### src/sv/lfo_pan_pkg.sv
// Package with the shared constants, types and sine table of the auto-panner.
`timescale 1ns / 1ps
package lfo_pan_pkg;

    localparam int SAMPLE_BITS     = 24;
    localparam int PHASE_BITS      = 32;
    localparam int SINE_TABLE_BITS = 8;

    localparam int FRAC_BITS = 15;
    localparam int SINE_W    = 15;
    localparam int GAIN_W    = 16;
    localparam int PSTEP_W   = 20;
    localparam int WIDTH_W   = 16;
    localparam int DATA_W    = 32;
    localparam int ADDR_W    = 3;
    localparam int STREAM_W  = ((2 * SAMPLE_BITS + 7) / 8) * 8;

    localparam int MCAND_W = (SAMPLE_BITS > SINE_W) ? SAMPLE_BITS : SINE_W;
    localparam int PROD_W  = MCAND_W + GAIN_W;
    localparam int RND_W   = PROD_W + 1 - FRAC_BITS;
    localparam int CNT_W   = $clog2(GAIN_W);
    localparam int SINE_N  = 1 << SINE_TABLE_BITS;

    localparam logic [GAIN_W-1:0]  GAIN_ONE    = GAIN_W'(1 << FRAC_BITS);
    localparam logic [SINE_W-1:0]  SINE_MAX    = '1;
    localparam logic [PSTEP_W-1:0] PSTEP_RESET = PSTEP_W'(44739);
    localparam logic [WIDTH_W-1:0] WIDTH_RESET = WIDTH_W'(24576);

    localparam logic REG_PHASE_STEP = 1'b0;
    localparam logic REG_WIDTH      = 1'b1;

    typedef enum logic [2:0] {
        ST_IDLE,
        ST_PAN_GO,
        ST_PAN_WAIT,
        ST_CH_GO,
        ST_CH_WAIT,
        ST_OUT
    } pan_state_t;

    typedef logic [SINE_N-1:0][SINE_W-1:0] sine_table_t;

    function automatic sine_table_t build_sine_table();
        sine_table_t t;
        logic [63:0] x;
        logic [63:0] x2;
        logic [63:0] p;
        logic [63:0] s;
        for (int k = 0; k < SINE_N; k++) begin
            x  = 64'(k) << (30 - SINE_TABLE_BITS);
            x2 = (x * x) >> 30;
            p  = 64'd172272;
            p  = 64'd5026995 - ((x2 * p) >> 30);
            p  = 64'd85569305 - ((x2 * p) >> 30);
            p  = 64'd693598669 - ((x2 * p) >> 30);
            p  = 64'd1686629713 - ((x2 * p) >> 30);
            s  = (x * p) >> 30;
            s  = (s + 64'd16384) >> 15;
            if (s > 64'd32767)
            begin
                s = 64'd32767;
            end
            t[k] = s[SINE_W-1:0];
        end
        return t;
    endfunction

    localparam sine_table_t SINE_TABLE = build_sine_table();

    function automatic logic [RND_W-1:0] round_q15(input logic [PROD_W-1:0] p);
        logic [PROD_W:0] s;
        s = {1'b0, p} + (PROD_W + 1)'(1 << (FRAC_BITS - 1));
        return s[PROD_W:FRAC_BITS];
    endfunction

endpackage

### src/sv/lfo_pan_sine.sv
// Quarter-wave sine lookup that turns the LFO phase into a sign and a Q0.15 magnitude.
`timescale 1ns / 1ps
module lfo_pan_sine (
    input  logic [lfo_pan_pkg::PHASE_BITS-1:0]      phase,
    output logic [lfo_pan_pkg::SINE_W-1:0]          sine_mag,
    output logic                                    sine_neg
);

    logic [1:0]                                quad;
    logic [lfo_pan_pkg::SINE_TABLE_BITS-1:0]   idx;
    logic [lfo_pan_pkg::SINE_TABLE_BITS-1:0]   idx_mirror;

    assign quad       = phase[lfo_pan_pkg::PHASE_BITS-1 -: 2];
    assign idx        = phase[lfo_pan_pkg::PHASE_BITS-3 -: lfo_pan_pkg::SINE_TABLE_BITS];
    assign idx_mirror = lfo_pan_pkg::SINE_TABLE_BITS'(~idx + 1'b1);
    assign sine_neg   = quad[1];

    always_comb
    begin
        if (!quad[0])
        begin
            sine_mag = lfo_pan_pkg::SINE_TABLE[idx];
        end
        else if (idx == '0)
        begin
            sine_mag = lfo_pan_pkg::SINE_MAX;
        end
        else
        begin
            sine_mag = lfo_pan_pkg::SINE_TABLE[idx_mirror];
        end
    end

endmodule

### src/sv/lfo_pan_ser_mul.sv
// Bit-serial shift-add multiplier that consumes one multiplier bit per cycle.
`timescale 1ns / 1ps
module lfo_pan_ser_mul (
    input  logic                                clk,
    input  logic                                rst_n,
    input  logic                                start,
    input  logic [lfo_pan_pkg::MCAND_W-1:0]     mcand,
    input  logic [lfo_pan_pkg::GAIN_W-1:0]      mplier,
    output logic                                done,
    output logic [lfo_pan_pkg::PROD_W-1:0]      product
);

    logic                               busy_reg;
    logic                               busy_next;
    logic                               done_reg;
    logic                               done_next;
    logic [lfo_pan_pkg::CNT_W-1:0]      cnt_reg;
    logic [lfo_pan_pkg::CNT_W-1:0]      cnt_next;
    logic [lfo_pan_pkg::MCAND_W-1:0]    mcand_reg;
    logic [lfo_pan_pkg::MCAND_W-1:0]    mcand_next;
    logic [lfo_pan_pkg::PROD_W-1:0]     prod_reg;
    logic [lfo_pan_pkg::PROD_W-1:0]     prod_next;
    logic [lfo_pan_pkg::MCAND_W:0]      sum;

    assign sum = {1'b0, prod_reg[lfo_pan_pkg::PROD_W-1:lfo_pan_pkg::GAIN_W]}
               + {1'b0, (prod_reg[0] ? mcand_reg : '0)};

    always_comb
    begin
        busy_next  = busy_reg;
        done_next  = 1'b0;
        cnt_next   = cnt_reg;
        mcand_next = mcand_reg;
        prod_next  = prod_reg;
        if (start)
        begin
            busy_next  = 1'b1;
            cnt_next   = '0;
            mcand_next = mcand;
            prod_next  = {{lfo_pan_pkg::MCAND_W{1'b0}}, mplier};
        end
        else if (busy_reg)
        begin
            prod_next = {sum, prod_reg[lfo_pan_pkg::GAIN_W-1:1]};
            cnt_next  = lfo_pan_pkg::CNT_W'(cnt_reg + 1'b1);
            if (cnt_reg == lfo_pan_pkg::CNT_W'(lfo_pan_pkg::GAIN_W - 1))
            begin
                busy_next = 1'b0;
                done_next = 1'b1;
            end
        end
    end

    always_ff @(posedge clk or negedge rst_n)
    begin
        if (!rst_n)
        begin
            busy_reg <= 1'b0;
            done_reg <= 1'b0;
            cnt_reg  <= '0;
        end
        else
        begin
            busy_reg <= busy_next;
            done_reg <= done_next;
            cnt_reg  <= cnt_next;
        end
    end

    always_ff @(posedge clk)
    begin
        mcand_reg <= mcand_next;
        prod_reg  <= prod_next;
    end

    assign done    = done_reg;
    assign product = prod_reg;

endmodule

### src/sv/lfo_stereo_auto_panner_core.sv
// A pair runs through PAN_GO, PAN_WAIT, CH_GO, CH_WAIT and OUT into the output register.
// A new pair is taken only in IDLE, after two bit-serial multiply rounds run in turn.
// The pan multiply runs first; the left and right multiplies then run side by side.
// A finished result waits in the output register while the next pair is taken.
// Reset clears the LFO phase, loads the register defaults and empties the pipeline.
// Top level of the sine LFO stereo auto-panner with its register port and stream ports.
`timescale 1ns / 1ps
module lfo_stereo_auto_panner_core (
    input  logic                                    clk,
    input  logic                                    rst_n,
    input  logic                                    psel,
    input  logic                                    penable,
    input  logic                                    pwrite,
    input  logic [lfo_pan_pkg::ADDR_W-1:0]          paddr,
    input  logic [lfo_pan_pkg::DATA_W-1:0]          pwdata,
    output logic [lfo_pan_pkg::DATA_W-1:0]          prdata,
    output logic                                    pready,
    input  logic                                    s_tvalid,
    output logic                                    s_tready,
    // Fields from bit 0: left_in, right_in.
    input  logic [lfo_pan_pkg::STREAM_W-1:0]        s_tdata,
    output logic                                    m_tvalid,
    input  logic                                    m_tready,
    // Fields from bit 0: left_out, right_out.
    output logic [lfo_pan_pkg::STREAM_W-1:0]        m_tdata
);

    localparam int SB = lfo_pan_pkg::SAMPLE_BITS;

    lfo_pan_pkg::pan_state_t                state_reg;
    lfo_pan_pkg::pan_state_t                state_next;

    logic [lfo_pan_pkg::PHASE_BITS-1:0]     phase_reg;
    logic [lfo_pan_pkg::PHASE_BITS-1:0]     phase_next;
    logic [lfo_pan_pkg::PSTEP_W-1:0]        phase_step_reg;
    logic [lfo_pan_pkg::WIDTH_W-1:0]        width_reg;

    logic [lfo_pan_pkg::SINE_W-1:0]         sine_mag;
    logic                                   sine_neg;
    logic [lfo_pan_pkg::SINE_W-1:0]         sine_mag_reg;
    logic                                   sine_neg_reg;

    logic [SB-1:0]                          left_in;
    logic [SB-1:0]                          right_in;
    logic [SB-1:0]                          l_mag_reg;
    logic [SB-1:0]                          r_mag_reg;
    logic                                   l_neg_reg;
    logic                                   r_neg_reg;

    logic [lfo_pan_pkg::GAIN_W-1:0]         gain_l_reg;
    logic [lfo_pan_pkg::GAIN_W-1:0]         gain_r_reg;
    logic [lfo_pan_pkg::GAIN_W-1:0]         pan_mag;
    logic [lfo_pan_pkg::RND_W-1:0]          pan_rnd;
    logic [lfo_pan_pkg::RND_W-1:0]          l_rnd;
    logic [lfo_pan_pkg::RND_W-1:0]          r_rnd;
    logic [SB-1:0]                          l_trunc;
    logic [SB-1:0]                          r_trunc;
    logic [SB-1:0]                          left_out;
    logic [SB-1:0]                          right_out;

    logic                                   out_valid_reg;
    logic                                   out_valid_next;
    logic [lfo_pan_pkg::STREAM_W-1:0]       out_data_reg;

    logic                                   load_in;
    logic                                   load_gain;
    logic                                   load_out;
    logic                                   start_a;
    logic                                   start_b;
    logic                                   cfg_write;

    logic [lfo_pan_pkg::MCAND_W-1:0]        mcand_a;
    logic [lfo_pan_pkg::GAIN_W-1:0]         mplier_a;
    logic                                   done_a;
    logic                                   done_b;
    logic [lfo_pan_pkg::PROD_W-1:0]         prod_a;
    logic [lfo_pan_pkg::PROD_W-1:0]         prod_b;

    assign left_in  = s_tdata[SB-1:0];
    assign right_in = s_tdata[2*SB-1:SB];

    lfo_pan_sine u_sine (
        .phase    (phase_reg),
        .sine_mag (sine_mag),
        .sine_neg (sine_neg)
    );

    assign mcand_a  = (state_reg == lfo_pan_pkg::ST_PAN_GO)
                    ? lfo_pan_pkg::MCAND_W'(sine_mag_reg)
                    : lfo_pan_pkg::MCAND_W'(l_mag_reg);
    assign mplier_a = (state_reg == lfo_pan_pkg::ST_PAN_GO) ? width_reg : gain_l_reg;

    lfo_pan_ser_mul u_mul_a (
        .clk     (clk),
        .rst_n   (rst_n),
        .start   (start_a),
        .mcand   (mcand_a),
        .mplier  (mplier_a),
        .done    (done_a),
        .product (prod_a)
    );

    lfo_pan_ser_mul u_mul_b (
        .clk     (clk),
        .rst_n   (rst_n),
        .start   (start_b),
        .mcand   (lfo_pan_pkg::MCAND_W'(r_mag_reg)),
        .mplier  (gain_r_reg),
        .done    (done_b),
        .product (prod_b)
    );

    assign pan_rnd = lfo_pan_pkg::round_q15(prod_a);
    assign pan_mag = (pan_rnd > lfo_pan_pkg::RND_W'(lfo_pan_pkg::GAIN_ONE))
                   ? lfo_pan_pkg::GAIN_ONE
                   : pan_rnd[lfo_pan_pkg::GAIN_W-1:0];

    assign l_rnd     = lfo_pan_pkg::round_q15(prod_a);
    assign r_rnd     = lfo_pan_pkg::round_q15(prod_b);
    assign l_trunc   = l_rnd[SB-1:0];
    assign r_trunc   = r_rnd[SB-1:0];
    assign left_out  = l_neg_reg ? SB'(~l_trunc + 1'b1) : l_trunc;
    assign right_out = r_neg_reg ? SB'(~r_trunc + 1'b1) : r_trunc;

    assign phase_next = lfo_pan_pkg::PHASE_BITS'(phase_reg
                      + lfo_pan_pkg::PHASE_BITS'(phase_step_reg));

    always_comb
    begin
        state_next = state_reg;
        s_tready   = 1'b0;
        load_in    = 1'b0;
        load_gain  = 1'b0;
        load_out   = 1'b0;
        start_a    = 1'b0;
        start_b    = 1'b0;
        unique case (state_reg)
            lfo_pan_pkg::ST_IDLE:
            begin
                s_tready = 1'b1;
                if (s_tvalid)
                begin
                    load_in    = 1'b1;
                    state_next = lfo_pan_pkg::ST_PAN_GO;
                end
            end
            lfo_pan_pkg::ST_PAN_GO:
            begin
                start_a    = 1'b1;
                state_next = lfo_pan_pkg::ST_PAN_WAIT;
            end
            lfo_pan_pkg::ST_PAN_WAIT:
            begin
                if (done_a)
                begin
                    load_gain  = 1'b1;
                    state_next = lfo_pan_pkg::ST_CH_GO;
                end
            end
            lfo_pan_pkg::ST_CH_GO:
            begin
                start_a    = 1'b1;
                start_b    = 1'b1;
                state_next = lfo_pan_pkg::ST_CH_WAIT;
            end
            lfo_pan_pkg::ST_CH_WAIT:
            begin
                if (done_a)
                begin
                    state_next = lfo_pan_pkg::ST_OUT;
                end
            end
            lfo_pan_pkg::ST_OUT:
            begin
                if (!out_valid_reg || m_tready)
                begin
                    load_out   = 1'b1;
                    state_next = lfo_pan_pkg::ST_IDLE;
                end
            end
            default:
            begin
                state_next = lfo_pan_pkg::ST_IDLE;
            end
        endcase
    end

    always_comb
    begin
        out_valid_next = out_valid_reg;
        if (load_out)
        begin
            out_valid_next = 1'b1;
        end
        else if (m_tready)
        begin
            out_valid_next = 1'b0;
        end
    end

    assign cfg_write = psel && penable && pwrite && pready;

    always_ff @(posedge clk or negedge rst_n)
    begin
        if (!rst_n)
        begin
            state_reg      <= lfo_pan_pkg::ST_IDLE;
            phase_reg      <= '0;
            phase_step_reg <= lfo_pan_pkg::PSTEP_RESET;
            width_reg      <= lfo_pan_pkg::WIDTH_RESET;
            out_valid_reg  <= 1'b0;
        end
        else
        begin
            state_reg     <= state_next;
            out_valid_reg <= out_valid_next;
            if (load_in)
            begin
                phase_reg <= phase_next;
            end
            if (cfg_write)
            begin
                unique case (paddr[2])
                    lfo_pan_pkg::REG_PHASE_STEP:
                    begin
                        phase_step_reg <= pwdata[lfo_pan_pkg::PSTEP_W-1:0];
                    end
                    lfo_pan_pkg::REG_WIDTH:
                    begin
                        width_reg <= pwdata[lfo_pan_pkg::WIDTH_W-1:0];
                    end
                    default:
                    begin
                        width_reg <= width_reg;
                    end
                endcase
            end
        end
    end

    always_ff @(posedge clk)
    begin
        if (load_in)
        begin
            sine_mag_reg <= sine_mag;
            sine_neg_reg <= sine_neg;
            l_neg_reg    <= left_in[SB-1];
            r_neg_reg    <= right_in[SB-1];
            l_mag_reg    <= left_in[SB-1] ? SB'(~left_in + 1'b1) : left_in;
            r_mag_reg    <= right_in[SB-1] ? SB'(~right_in + 1'b1) : right_in;
        end
        if (load_gain)
        begin
            gain_l_reg <= sine_neg_reg ? lfo_pan_pkg::GAIN_ONE
                                       : lfo_pan_pkg::GAIN_W'(lfo_pan_pkg::GAIN_ONE - pan_mag);
            gain_r_reg <= sine_neg_reg ? lfo_pan_pkg::GAIN_W'(lfo_pan_pkg::GAIN_ONE - pan_mag)
                                       : lfo_pan_pkg::GAIN_ONE;
        end
        if (load_out)
        begin
            out_data_reg <= lfo_pan_pkg::STREAM_W'({right_out, left_out});
        end
    end

    always_comb
    begin
        unique case (paddr[2])
            lfo_pan_pkg::REG_PHASE_STEP:
            begin
                prdata = lfo_pan_pkg::DATA_W'(phase_step_reg);
            end
            lfo_pan_pkg::REG_WIDTH:
            begin
                prdata = lfo_pan_pkg::DATA_W'(width_reg);
            end
            default:
            begin
                prdata = '0;
            end
        endcase
    end

    assign pready   = 1'b1;
    assign m_tvalid = out_valid_reg;
    assign m_tdata  = out_data_reg;

    // The right-channel multiply only ever runs alongside the left one.
    a_mul_b_with_a: assert property (@(posedge clk) disable iff (!rst_n)
        done_b |-> (done_a && state_reg == lfo_pan_pkg::ST_CH_WAIT))
        else $error("right multiplier finished out of step with the left one");

    // Each accepted pair advances the phase by exactly one step.
    a_phase_step: assert property (@(posedge clk) disable iff (!rst_n)
        (s_tvalid && s_tready) |=>
        (phase_reg == lfo_pan_pkg::PHASE_BITS'($past(phase_reg)
                      + lfo_pan_pkg::PHASE_BITS'($past(phase_step_reg)))))
        else $error("phase did not advance by one step");

    // At most one channel is attenuated, and no gain exceeds unity.
    a_gain_range: assert property (@(posedge clk) disable iff (!rst_n)
        (state_reg == lfo_pan_pkg::ST_CH_GO) |->
        ((gain_l_reg == lfo_pan_pkg::GAIN_ONE || gain_r_reg == lfo_pan_pkg::GAIN_ONE)
         && gain_l_reg <= lfo_pan_pkg::GAIN_ONE && gain_r_reg <= lfo_pan_pkg::GAIN_ONE))
        else $error("channel gains out of range");

    // A pending result is never overwritten before its transfer.
    a_no_overwrite: assert property (@(posedge clk) disable iff (!rst_n)
        (out_valid_reg && !m_tready) |-> !load_out)
        else $error("pending output overwritten");

endmodule
### config.mk
export PLATFORM = sky130hd
export DESIGN_NAME = lfo_stereo_auto_panner_core
export DESIGN_NICKNAME = d
export VERILOG_FILES = /design/src/sv/lfo_pan_pkg.sv /design/src/sv/lfo_pan_sine.sv /design/src/sv/lfo_pan_ser_mul.sv /design/src/sv/lfo_stereo_auto_panner_core.sv
export SDC_FILE = /design/constraint.sdc
export NUM_CORES = 1
export LEC_CHECK = 0
export BUFFER_PORTS_ARGS = -buffer_cell sky130_fd_sc_hd__buf_2
export CAP_MARGIN = 40
export CORE_ASPECT_RATIO = 1.4
export CORE_MARGIN = 10
export CORE_UTILIZATION = 40
export CTS_CLUSTER_SIZE = 8
export DETAILED_ROUTE_END_ITERATION = 16
export PLACE_DENSITY = 0.6
export SYNTH_ARGS = -nofsm -noshare
export SYNTH_HDL_FRONTEND = slang
export SYNTH_HIERARCHICAL = 1
export SYNTH_SLANG_ARGS = --single-unit
### constraint.sdc
create_clock -name clk -period 5.8 [get_ports clk]
set_input_delay 0.58 -clock clk [delete_from_list [all_inputs] [get_ports clk]]
set_output_delay 0.58 -clock clk [all_outputs]
set_load 0.03 [all_outputs]
## Word level (Yosys, flattened, before mapping)

Memories as Yosys holds them, arrays and structs flattened.
Cells that the tools add are included.

- Output and inout bits: 83
- Bits of input ports: 90
- ROM bits: 7680
- Word-level logic and storage cells: 123
- Register bits after elaboration: 357
- Memories: 2

- Equality and inequality tests: 11
- $lt $le $gt $ge: 3
- Add/sub/neg operators: 13
- Bitwise logic cells: 6
- Reductions and logical operators: 13
- Mux-type cells: 47

Memory list:

| name | depth | bits a word | rd ports | clocked after Yosys merged registers in | write ports | line | text |
|---|---|---|---|---|---|---|---|
| (name not given) | 256 | 15 | 1 | 0 | 0 | lfo_pan_sine.sv:22 | `sine_mag = lfo_pan_pkg::SINE_TABLE[idx];` |
| (name not given) | 256 | 15 | 1 | 0 | 0 | lfo_pan_sine.sv:30 | `sine_mag = lfo_pan_pkg::SINE_TABLE[idx_mirror];` |

Operators by type and width:

| cell | count |
|---|---|
| $add A24 B1 Y24 const B | 4 |
| $mux W16 | 6 |
| $mux W24 | 4 |
| $not A24 Y24 | 4 |
| $mux W15 | 5 |
| $pmux W32 S2 | 1 |
| $add A24 B24 Y25 | 2 |
| $mux W23 | 2 |
| $add A40 B15 Y41 const B | 1 |
| $add A39 B15 Y39 const B | 1 |
| $add A32 B20 Y32 | 1 |
| $gt A26 B16 Y1 const B | 1 |
| $mux W1 | 20 |
| $lt A8 B9 Y1 const B | 2 |
| $pmux W3 S6 | 1 |
| $mux W4 | 4 |
| $sub A16 B16 Y16 const A | 1 |
| $mux W3 | 4 |
| $add A4 B1 Y4 const B | 2 |
| $add A8 B1 Y8 const B | 1 |
| $eq A4 B4 Y1 const B | 2 |
| $logic_not A8 Y1 | 1 |
| $not A8 Y8 | 1 |
| $eq A3 B2 Y1 const B | 2 |
| other kinds (13) | 20 |

## Longest topological paths before layout

Gate-level depths: netlist (run 1).

- Word-level depth: 6
- Mapped depth: 19
- Depth with buffers taken out: 13

## By module

Netlist (run 1), hierarchy kept.

Modules (own cells, without submodules):

| module | cells each | area each (µm²) | sequential area each (µm²) | instances |
|---|---|---|---|---|
| lfo_stereo_auto_panner_core | 1209 | 12961.2 | 6199.7 | 1 |
| lfo_pan_sine | 1421 | 8674.6 | 0.0 | 1 |
| lfo_pan_ser_mul at u_mul_a | 381 | 4053.9 | 1831.8 | 1 |
| lfo_pan_ser_mul at u_mul_b | 365 | 3867.5 | 1831.8 | 1 |

## Worst setup path before layout (run 1)

OpenSTA, ideal clock, no wires.

- Path type: register -> register
- Start point: register phase_reg[22] (netlist name)
- End point: register sine_mag_reg[8] (netlist name), data pin
- Arrival: 4.449 ns
- Slack: 1.177 ns
- Setup time: 0.174 ns
- Cell stages (with the launch flop): 19
- Buffers on the path: 7
- Clock period less this slack: 4.623 ns
- Data required time: 5.626 ns
- Path through: dfrtp_1 > buf_4 > buf_2 > clkinv_1 > ha_1 > buf_2 > clkbuf_1 > inv_1 > ha_1 > buf_2 > clkinv_1 > clkbuf_1 > clkbuf_1 > ha_1 > o31ai_1 > a21oi_1 > a221oi_1 > a211oi_1 > a311oi_1

- Word-level cells in the longest chain between the ends: 6
- Elaborated cells between the ends (all ways): 9
- Classes of those cells: add/sub: 1; mux: 4; bitwise: 1; reduce/logical: 1; memory: 2

RTL lines:

| what | line | text |
|---|---|---|
| from (decl) | lfo_stereo_auto_panner_core.sv:33 | `logic [lfo_pan_pkg::PHASE_BITS-1:0] phase_reg;` |
| from (signal assigned) | lfo_stereo_auto_panner_core.sv:219 | `phase_reg <= phase_next;` |
| $not A8 Y8 | lfo_pan_sine.sv:15 | `assign idx_mirror = lfo_pan_pkg::SINE_TABLE_BITS'(~idx + 1'b1);` |
| $add A8 B1 Y8 | lfo_pan_sine.sv:15 |  |
| $mem_v2 Z256 W15 | - |  |
| $mux W15 (not written as such) | lfo_pan_sine.sv:30 |  |
| $mux W15 | lfo_pan_sine.sv:24 | `else if (idx == '0)` |
| $mux W15 (*) | lfo_pan_sine.sv:20 | `if (!quad[0])` |
| named net sine_mag, one bit | lfo_stereo_auto_panner_core.sv:38 | `logic [lfo_pan_pkg::SINE_W-1:0] sine_mag;` |
| to (signal assigned) | lfo_stereo_auto_panner_core.sv:245 | `sine_mag_reg <= sine_mag;` |
| to (decl) | lfo_stereo_auto_panner_core.sv:40 | `logic [lfo_pan_pkg::SINE_W-1:0] sine_mag_reg;` |

The timed path passes the listed nets; every way through them passes the cells marked *. The select of a mux whose other input is x is not followed.
A chain may end at the register's enable or synchronous reset.

## Worst setup path after layout (run 1)

- Start point: register phase_reg[24] (netlist name)
- End point: register sine_mag_reg[1] (netlist name), data pin

The elaborated chain is that of the path after synthesis.

==> results of run 1 <==
-- metrics by stage --
step                cell area [sq um]  hold slack (ns)
floorplan                       29600            0.284
global placement                31000            0.401
finish                          32600            0.201
CTS                             32600            0.157
global route                    32600            0.192
detailed placement              31100            0.405
-- power breakdown --
group          internal (uW)  total (uW)  leakage (uW)  switching [uW]
combinational           2730        6860       0.00777            4130
sequential              3670        4380       0.00353             711
clock                   1700        2810      0.000718            1120
-- worst max-delay path, cell delays in order, from the launching register on --
cell	delay, ns
dfrtp_4	0.63
clkinv_1	0.37
ha_1	0.56
and2b_4	0.37
xnor2_4	0.16
inv_2	0.64
nand2_1	0.38
and3_1	0.28
a311oi_1	0.28
buf_4	0.19
a221oi_1	0.14
a32oi_1	0.44
-- layer usage --
| layer | vias up | track usage, % |
|---|---|---|
| li1 | 12736 | - |
| met1 | 13273 | 27.5 |
| met2 | 1420 | 43.1 |
| met3 | 464 | 5.30 |
| met4 | 4 | 18.6 |
| met5 | - | 0 |
-- how the worst max path moves through the flow --
stage                   from         endpoint  slack, ns
2_1_floorplan  phase_reg[22]  sine_mag_reg[8]       1.18
3_3_place_gp   phase_reg[23]  sine_mag_reg[0]       1.37
3_5_place_dp   phase_reg[23]  sine_mag_reg[0]       1.35
4_1_cts        phase_reg[23]  sine_mag_reg[0]       1.32
5_1_grt        phase_reg[24]  sine_mag_reg[6]       0.91
6_report       phase_reg[24]  sine_mag_reg[1]       1.04
-- cell type report --
type	instances	area share, %
multi-input combinational	2678	55.8
sequential	357	30.2
timing repair buffer	251	5.10
clock buffer	92	4.52
tap	952	3.65
inverter	55	0.637
clock inverter	4	0.107
antenna	1	0.00767
==> results.py, run 1 <==
metrics = {
    "timing": {
        "rsz0062_at_grt": "false",
        "timing.final.hold_violations": 0,
        "final-setup-viol-count": 0,
        "fin_setup_tns_ns": 0,
        "period_share_pct": 82.0,
        "timing.fmax_mhz": 210,
        "worst_slew_margin_rel_pct": 38.5,
        "worstMarginPinSlew_ns": 0.923,
        "final_skew_ns": 0.0347,
        "time_the_worst_path_needs_with_i_o_delays_and_setup_ns": 4.76,
        "slew_viol_final": 0,
        "final_critical_path_setup_slack_ns": 1.04,
    },
    "floorplanning": {
        "overall_die_area_sq_mm": 0.0852,
        "die_width_microns": 250,
        "design.portCount": 173,
        "core.rowCount": 117,
        "die_height_microns": 341,
        "design.core.area_sq_mm": 0.0729,
        "initial_core_util_pct": 40.5,
    },
    "power_and_ir_drop": {
        "report.power.total_uw": 14100,
        "power_per_cell_area_mw_per_mm2": 431,
        "lkg_pwr_uw": 0.0120,
        "irDropWorstVdd_mv": 0.216,
    },
    "clock_network": {
        "cts.path.max_buffers": 3,
        "clk_pin_slew_ns": 0.06,
        "ctsRootBufferMaster": "clkbuf_16",
        "postCtsHoldBufs": 1,
        "cts_max_level": 2,
        "worst_skew_pair.late_latency_ns": 0.61,
        "numClockSinks": 357,
        "cts_setup_buffers": 0,
        "cts.repair.resized": 0,
        "cts_inserted_buffers": 51,
        "tritoncts_clock_tree": "done",
    },
    "critical_path": {
        "setup.worst_path.end_class": "flop",
        "crit-reg2reg-capture": "sine_mag_reg[1]",
        "critical_path_arrival_ns": 5.07,
        "r2r_start": "phase_reg[24]",
        "cp.required_ns": 6.11,
        "worst-setup-path-type": "reg -> reg",
        "critical_path.max_fanout": 38,
        "worst_r2r_path_depth": 11,
        "critical_path.startpoint_type": "flop",
        "slack_of_the_worst_reg_to_reg_path_ns": 1.04,
    },
    "synth": {
        "synth_warnings": 6,
        "netlist_area_sq_mm": 0.0295,
        "post_synth_inst_count": 3374,
        "synth.avg_cell_area_sq_um": 8.75,
    },
    "detailed_routing": {
        "dr.max_layer_used": "met5",
        "met3_length_microns": 8470,
        "detailroute.via_count": 27897,
        "finalWirelength_microns": 113000,
        "drt_pre_antenna_iters": 8,
        "m1WireLength_microns": 40900,
        "remaining_routing_drc_violations": 0,
        "post_drt_wl_per_cell_microns": 25.8,
        "wl_met2_microns": 54800,
        "vias_per_cell": 6.35,
        "drt.antenna.violating_nets": 0,
        "first_iter_violations": 2805,
    },
    "final_layout": {
        "final-seq-area_sq_mm": 0.00985,
        "number_of_flip_flops_in_the_largest_register": 48,
        "syn_to_final_growth_pct": 10.4,
        "final_common_cell": "nand2_1",
        "multi_input_comb_area_sq_mm": 0.0182,
        "fill_cells": 7234,
        "instances_no_fill": 4390,
        "nets": 3599,
        "final_cell_mix": "315 x nand2_1, 251 x o21ai_0, 226 x edfxtp_1",
        "final_layout_size_suffix_gt1_share_pct": 15.9,
        "finalCoreUtilization_pct": 44.7,
    },
    "global_routing": {
        "grt_max_degree": 159,
        "grt_pass1_vias": 26605,
        "antenna_found_initial": 4,
        "globalRouteOverflowTotal": 0,
        "grt_util_all_layers_pct": 25.3,
        "grt_first_pass_wirelength_microns": 168000,
    },
    "placement": {
        "gp_congestion": 1.01,
        "port_buffers": 145,
        "dp.final_hpwl_microns": 82000,
        "dp_cells": 4286,
        "dp_slack_ns": 1.35,
    },
    "run_status": {
        "status": "completed",
    },
    "min_path": {
        "min_path_cells": 1,
        "hold_class": "in -> reg",
        "hold-path-endpoint": "l_mag_reg[0]",
        "min_from": "s_tdata[0]",
    },
    "flow_run": {
        "cap_viol_max_count": 0,
    },
}
No activity file was read; power rests on OpenSTA's default activity.
==> run 2, diff against run 1 <==
ABC_AREA = 1   (was unset)
clock period = 4.68 ns   (was 5.8 ns; I/O delays follow)
==> results.py, run 2 <==
metrics = {
    "power_and_ir_drop": {
        "lkg_pwr_uw": 0.0164,
        "irDropWorstVdd_mv": 0.321,
        "report.power.total_uw": 25700,
        "power_per_cell_area_mw_per_mm2": 771,
    },
    "timing": {
        "timing.fmax_mhz": 258,
        "fin_setup_tns_ns": 0,
        "final-setup-viol-count": 0,
        "period_share_pct": 82.9,
        "final_skew_ns": 0.0301,
        "rsz0062_at_grt": "false",
        "time_the_worst_path_needs_with_i_o_delays_and_setup_ns": 3.88,
        "timing.final.hold_violations": 0,
        "worstMarginPinSlew_ns": 0.880,
        "slew_viol_final": 0,
        "worst_slew_margin_rel_pct": 40.7,
        "hold-worst-slack_ns": 0.0784,
    },
    "final_layout": {
        "final_layout_size_suffix_gt1_share_pct": 10.7,
        "fill_cells": 7789,
        "number_of_flip_flops_in_the_largest_register": 48,
        "instances_no_fill": 5667,
        "final-seq-area_sq_mm": 0.00984,
        "layout.cell_area.non_filler_sq_mm": 0.0334,
        "multi_input_comb_area_sq_mm": 0.0171,
        "final_common_cell": "nand2_1",
        "syn_to_final_growth_pct": 11.8,
        "final_cell_mix": "1,557 x nand2_1, 536 x inv_1, 401 x nor2_1",
        "nets": 4863,
    },
    "critical_path": {
        "setup.worst_path.end_class": "flop",
        "cp.required_ns": 5.07,
        "slack_of_the_worst_reg_to_reg_path_ns": 0.80,
        "critical_path_arrival_ns": 4.28,
        "critical_path.startpoint_type": "flop",
        "worst-setup-path-type": "reg -> reg",
        "critical_path.max_fanout": 26,
    },
    "detailed_routing": {
        "drt.antenna.violating_nets": 0,
        "post_drt_wl_per_cell_microns": 23.7,
        "detailroute.via_count": 30851,
        "finalWirelength_microns": 134000,
        "remaining_routing_drc_violations": 0,
        "first_iter_violations": 2884,
        "vias_per_cell": 5.44,
        "drt_pre_antenna_iters": 6,
    },
    "synth": {
        "post_synth_inst_count": 4519,
        "synth_warnings": 6,
        "netlist_area_sq_mm": 0.0298,
        "synth.avg_cell_area_sq_um": 6.60,
    },
    "placement": {
        "gp_congestion": 1.14,
        "dp.final_hpwl_microns": 104000,
        "dp_cells": 5563,
        "placedInstanceArea_sq_mm": 0.0318,
        "port_buffers": 145,
    },
    "clock_network": {
        "postCtsHoldBufs": 1,
        "cts_inserted_buffers": 51,
        "clk_pin_slew_ns": 0.05,
        "cts.path.max_buffers": 3,
        "numClockSinks": 357,
        "cts_setup_buffers": 0,
        "ctsRootBufferMaster": "clkbuf_16",
        "tritoncts_clock_tree": "done",
        "cts.repair.resized": 0,
        "cts_max_level": 2,
        "worst_skew_pair.late_latency_ns": 0.62,
    },
    "global_routing": {
        "antenna_found_initial": 16,
        "globalRouteOverflowTotal": 0,
        "grt_max_degree": 69,
        "grt_util_all_layers_pct": 30.5,
        "grt_pass1_vias": 30011,
        "grt_first_pass_wirelength_microns": 196000,
    },
    "flow_run": {
        "cap_viol_max_count": 0,
    },
    "floorplanning": {
        "overall_die_area_sq_mm": 0.0861,
        "die_width_microns": 251,
        "design.portCount": 173,
        "core.rowCount": 118,
        "design.core.area_sq_mm": 0.0740,
        "die_height_microns": 343,
        "initial_core_util_pct": 40.3,
    },
    "min_path": {
        "hold_class": "in -> reg",
    },
    "run_status": {
        "status": "completed",
    },
}
-- run 2: where the power goes --
| group | total, uW | switching, uW | internal [uW] | leakage, uW |
|---|---|---|---|---|
| combinational | 16700 | 12100 | 4620 | 0.0122 |
| clock | 3570 | 1430 | 2140 | 0.000726 |
| sequential | 5500 | 832 | 4670 | 0.00351 |
| total | 25700 | 14300 | 11400 | 0.0164 |
-- run 2: layer usage --
metal  global-route usage [%]  routed length [microns]  up-vias
met5                        0                       65        -
met3                     7.23                     9780      503
li1                         -                        -    14844
met2                     51.8                    63700     1247
met1                     31.2                    46900    14247
met4                     26.5                    13700       10
-- run 2: final timing paths --
path,start,end,cells past startpoint
setup / recovery,phase_reg[23],sine_mag_reg[1],17
hold / removal,s_tdata[24],r_mag_reg[0],1
setup reg to reg,phase_reg[23],sine_mag_reg[1],17
hold reg to reg,r_mag_reg[15],u_mul_b/mcand_reg[15],0
max in group asynchronous,rst_n,phase_reg[25],3
min in group asynchronous,rst_n,phase_step_reg[5],2
-- run 2: through the flow --
stage          setup WS [ns]  utilization, %
5_1_grt                0.596            45.1
2_1_floorplan          0.656               -
6_report               0.799            45.1
4_1_cts                0.871            45.1
3_3_place_gp           0.941            42.9
3_5_place_dp           0.900            43.0
-- run 2: cell type report --
| class | count | area share [%] |
|---|---|---|
| Tap cell | 960 | 3.60 |
| Sequential cell | 357 | 29.5 |
| Clock buffer | 92 | 4.35 |
| Timing Repair Buffer | 248 | 4.83 |
| Antenna cell | 6 | 0.0450 |
| Multi-Input combinational cell | 3442 | 51.1 |
| Inverter | 558 | 6.29 |
| Clock inverter | 4 | 0.247 |
-- run 2: worst max-delay path, stage by stage (launching register included) --
cell and delay (ns):
dfrtp_1 0.37, inv_1 0.09, buf_4 0.20, ha_1 0.45, buf_4 0.24, inv_1 0.08, nor2_4 0.13, nand2_1 0.07
nand2_1 0.11, nand2_4 0.22, inv_2 0.38, buf_4 0.28, nand3_1 0.11, nand2_1 0.10, nand2_1 0.06, nand3_1 0.35
nand2_1 0.10, a21oi_1 0.30
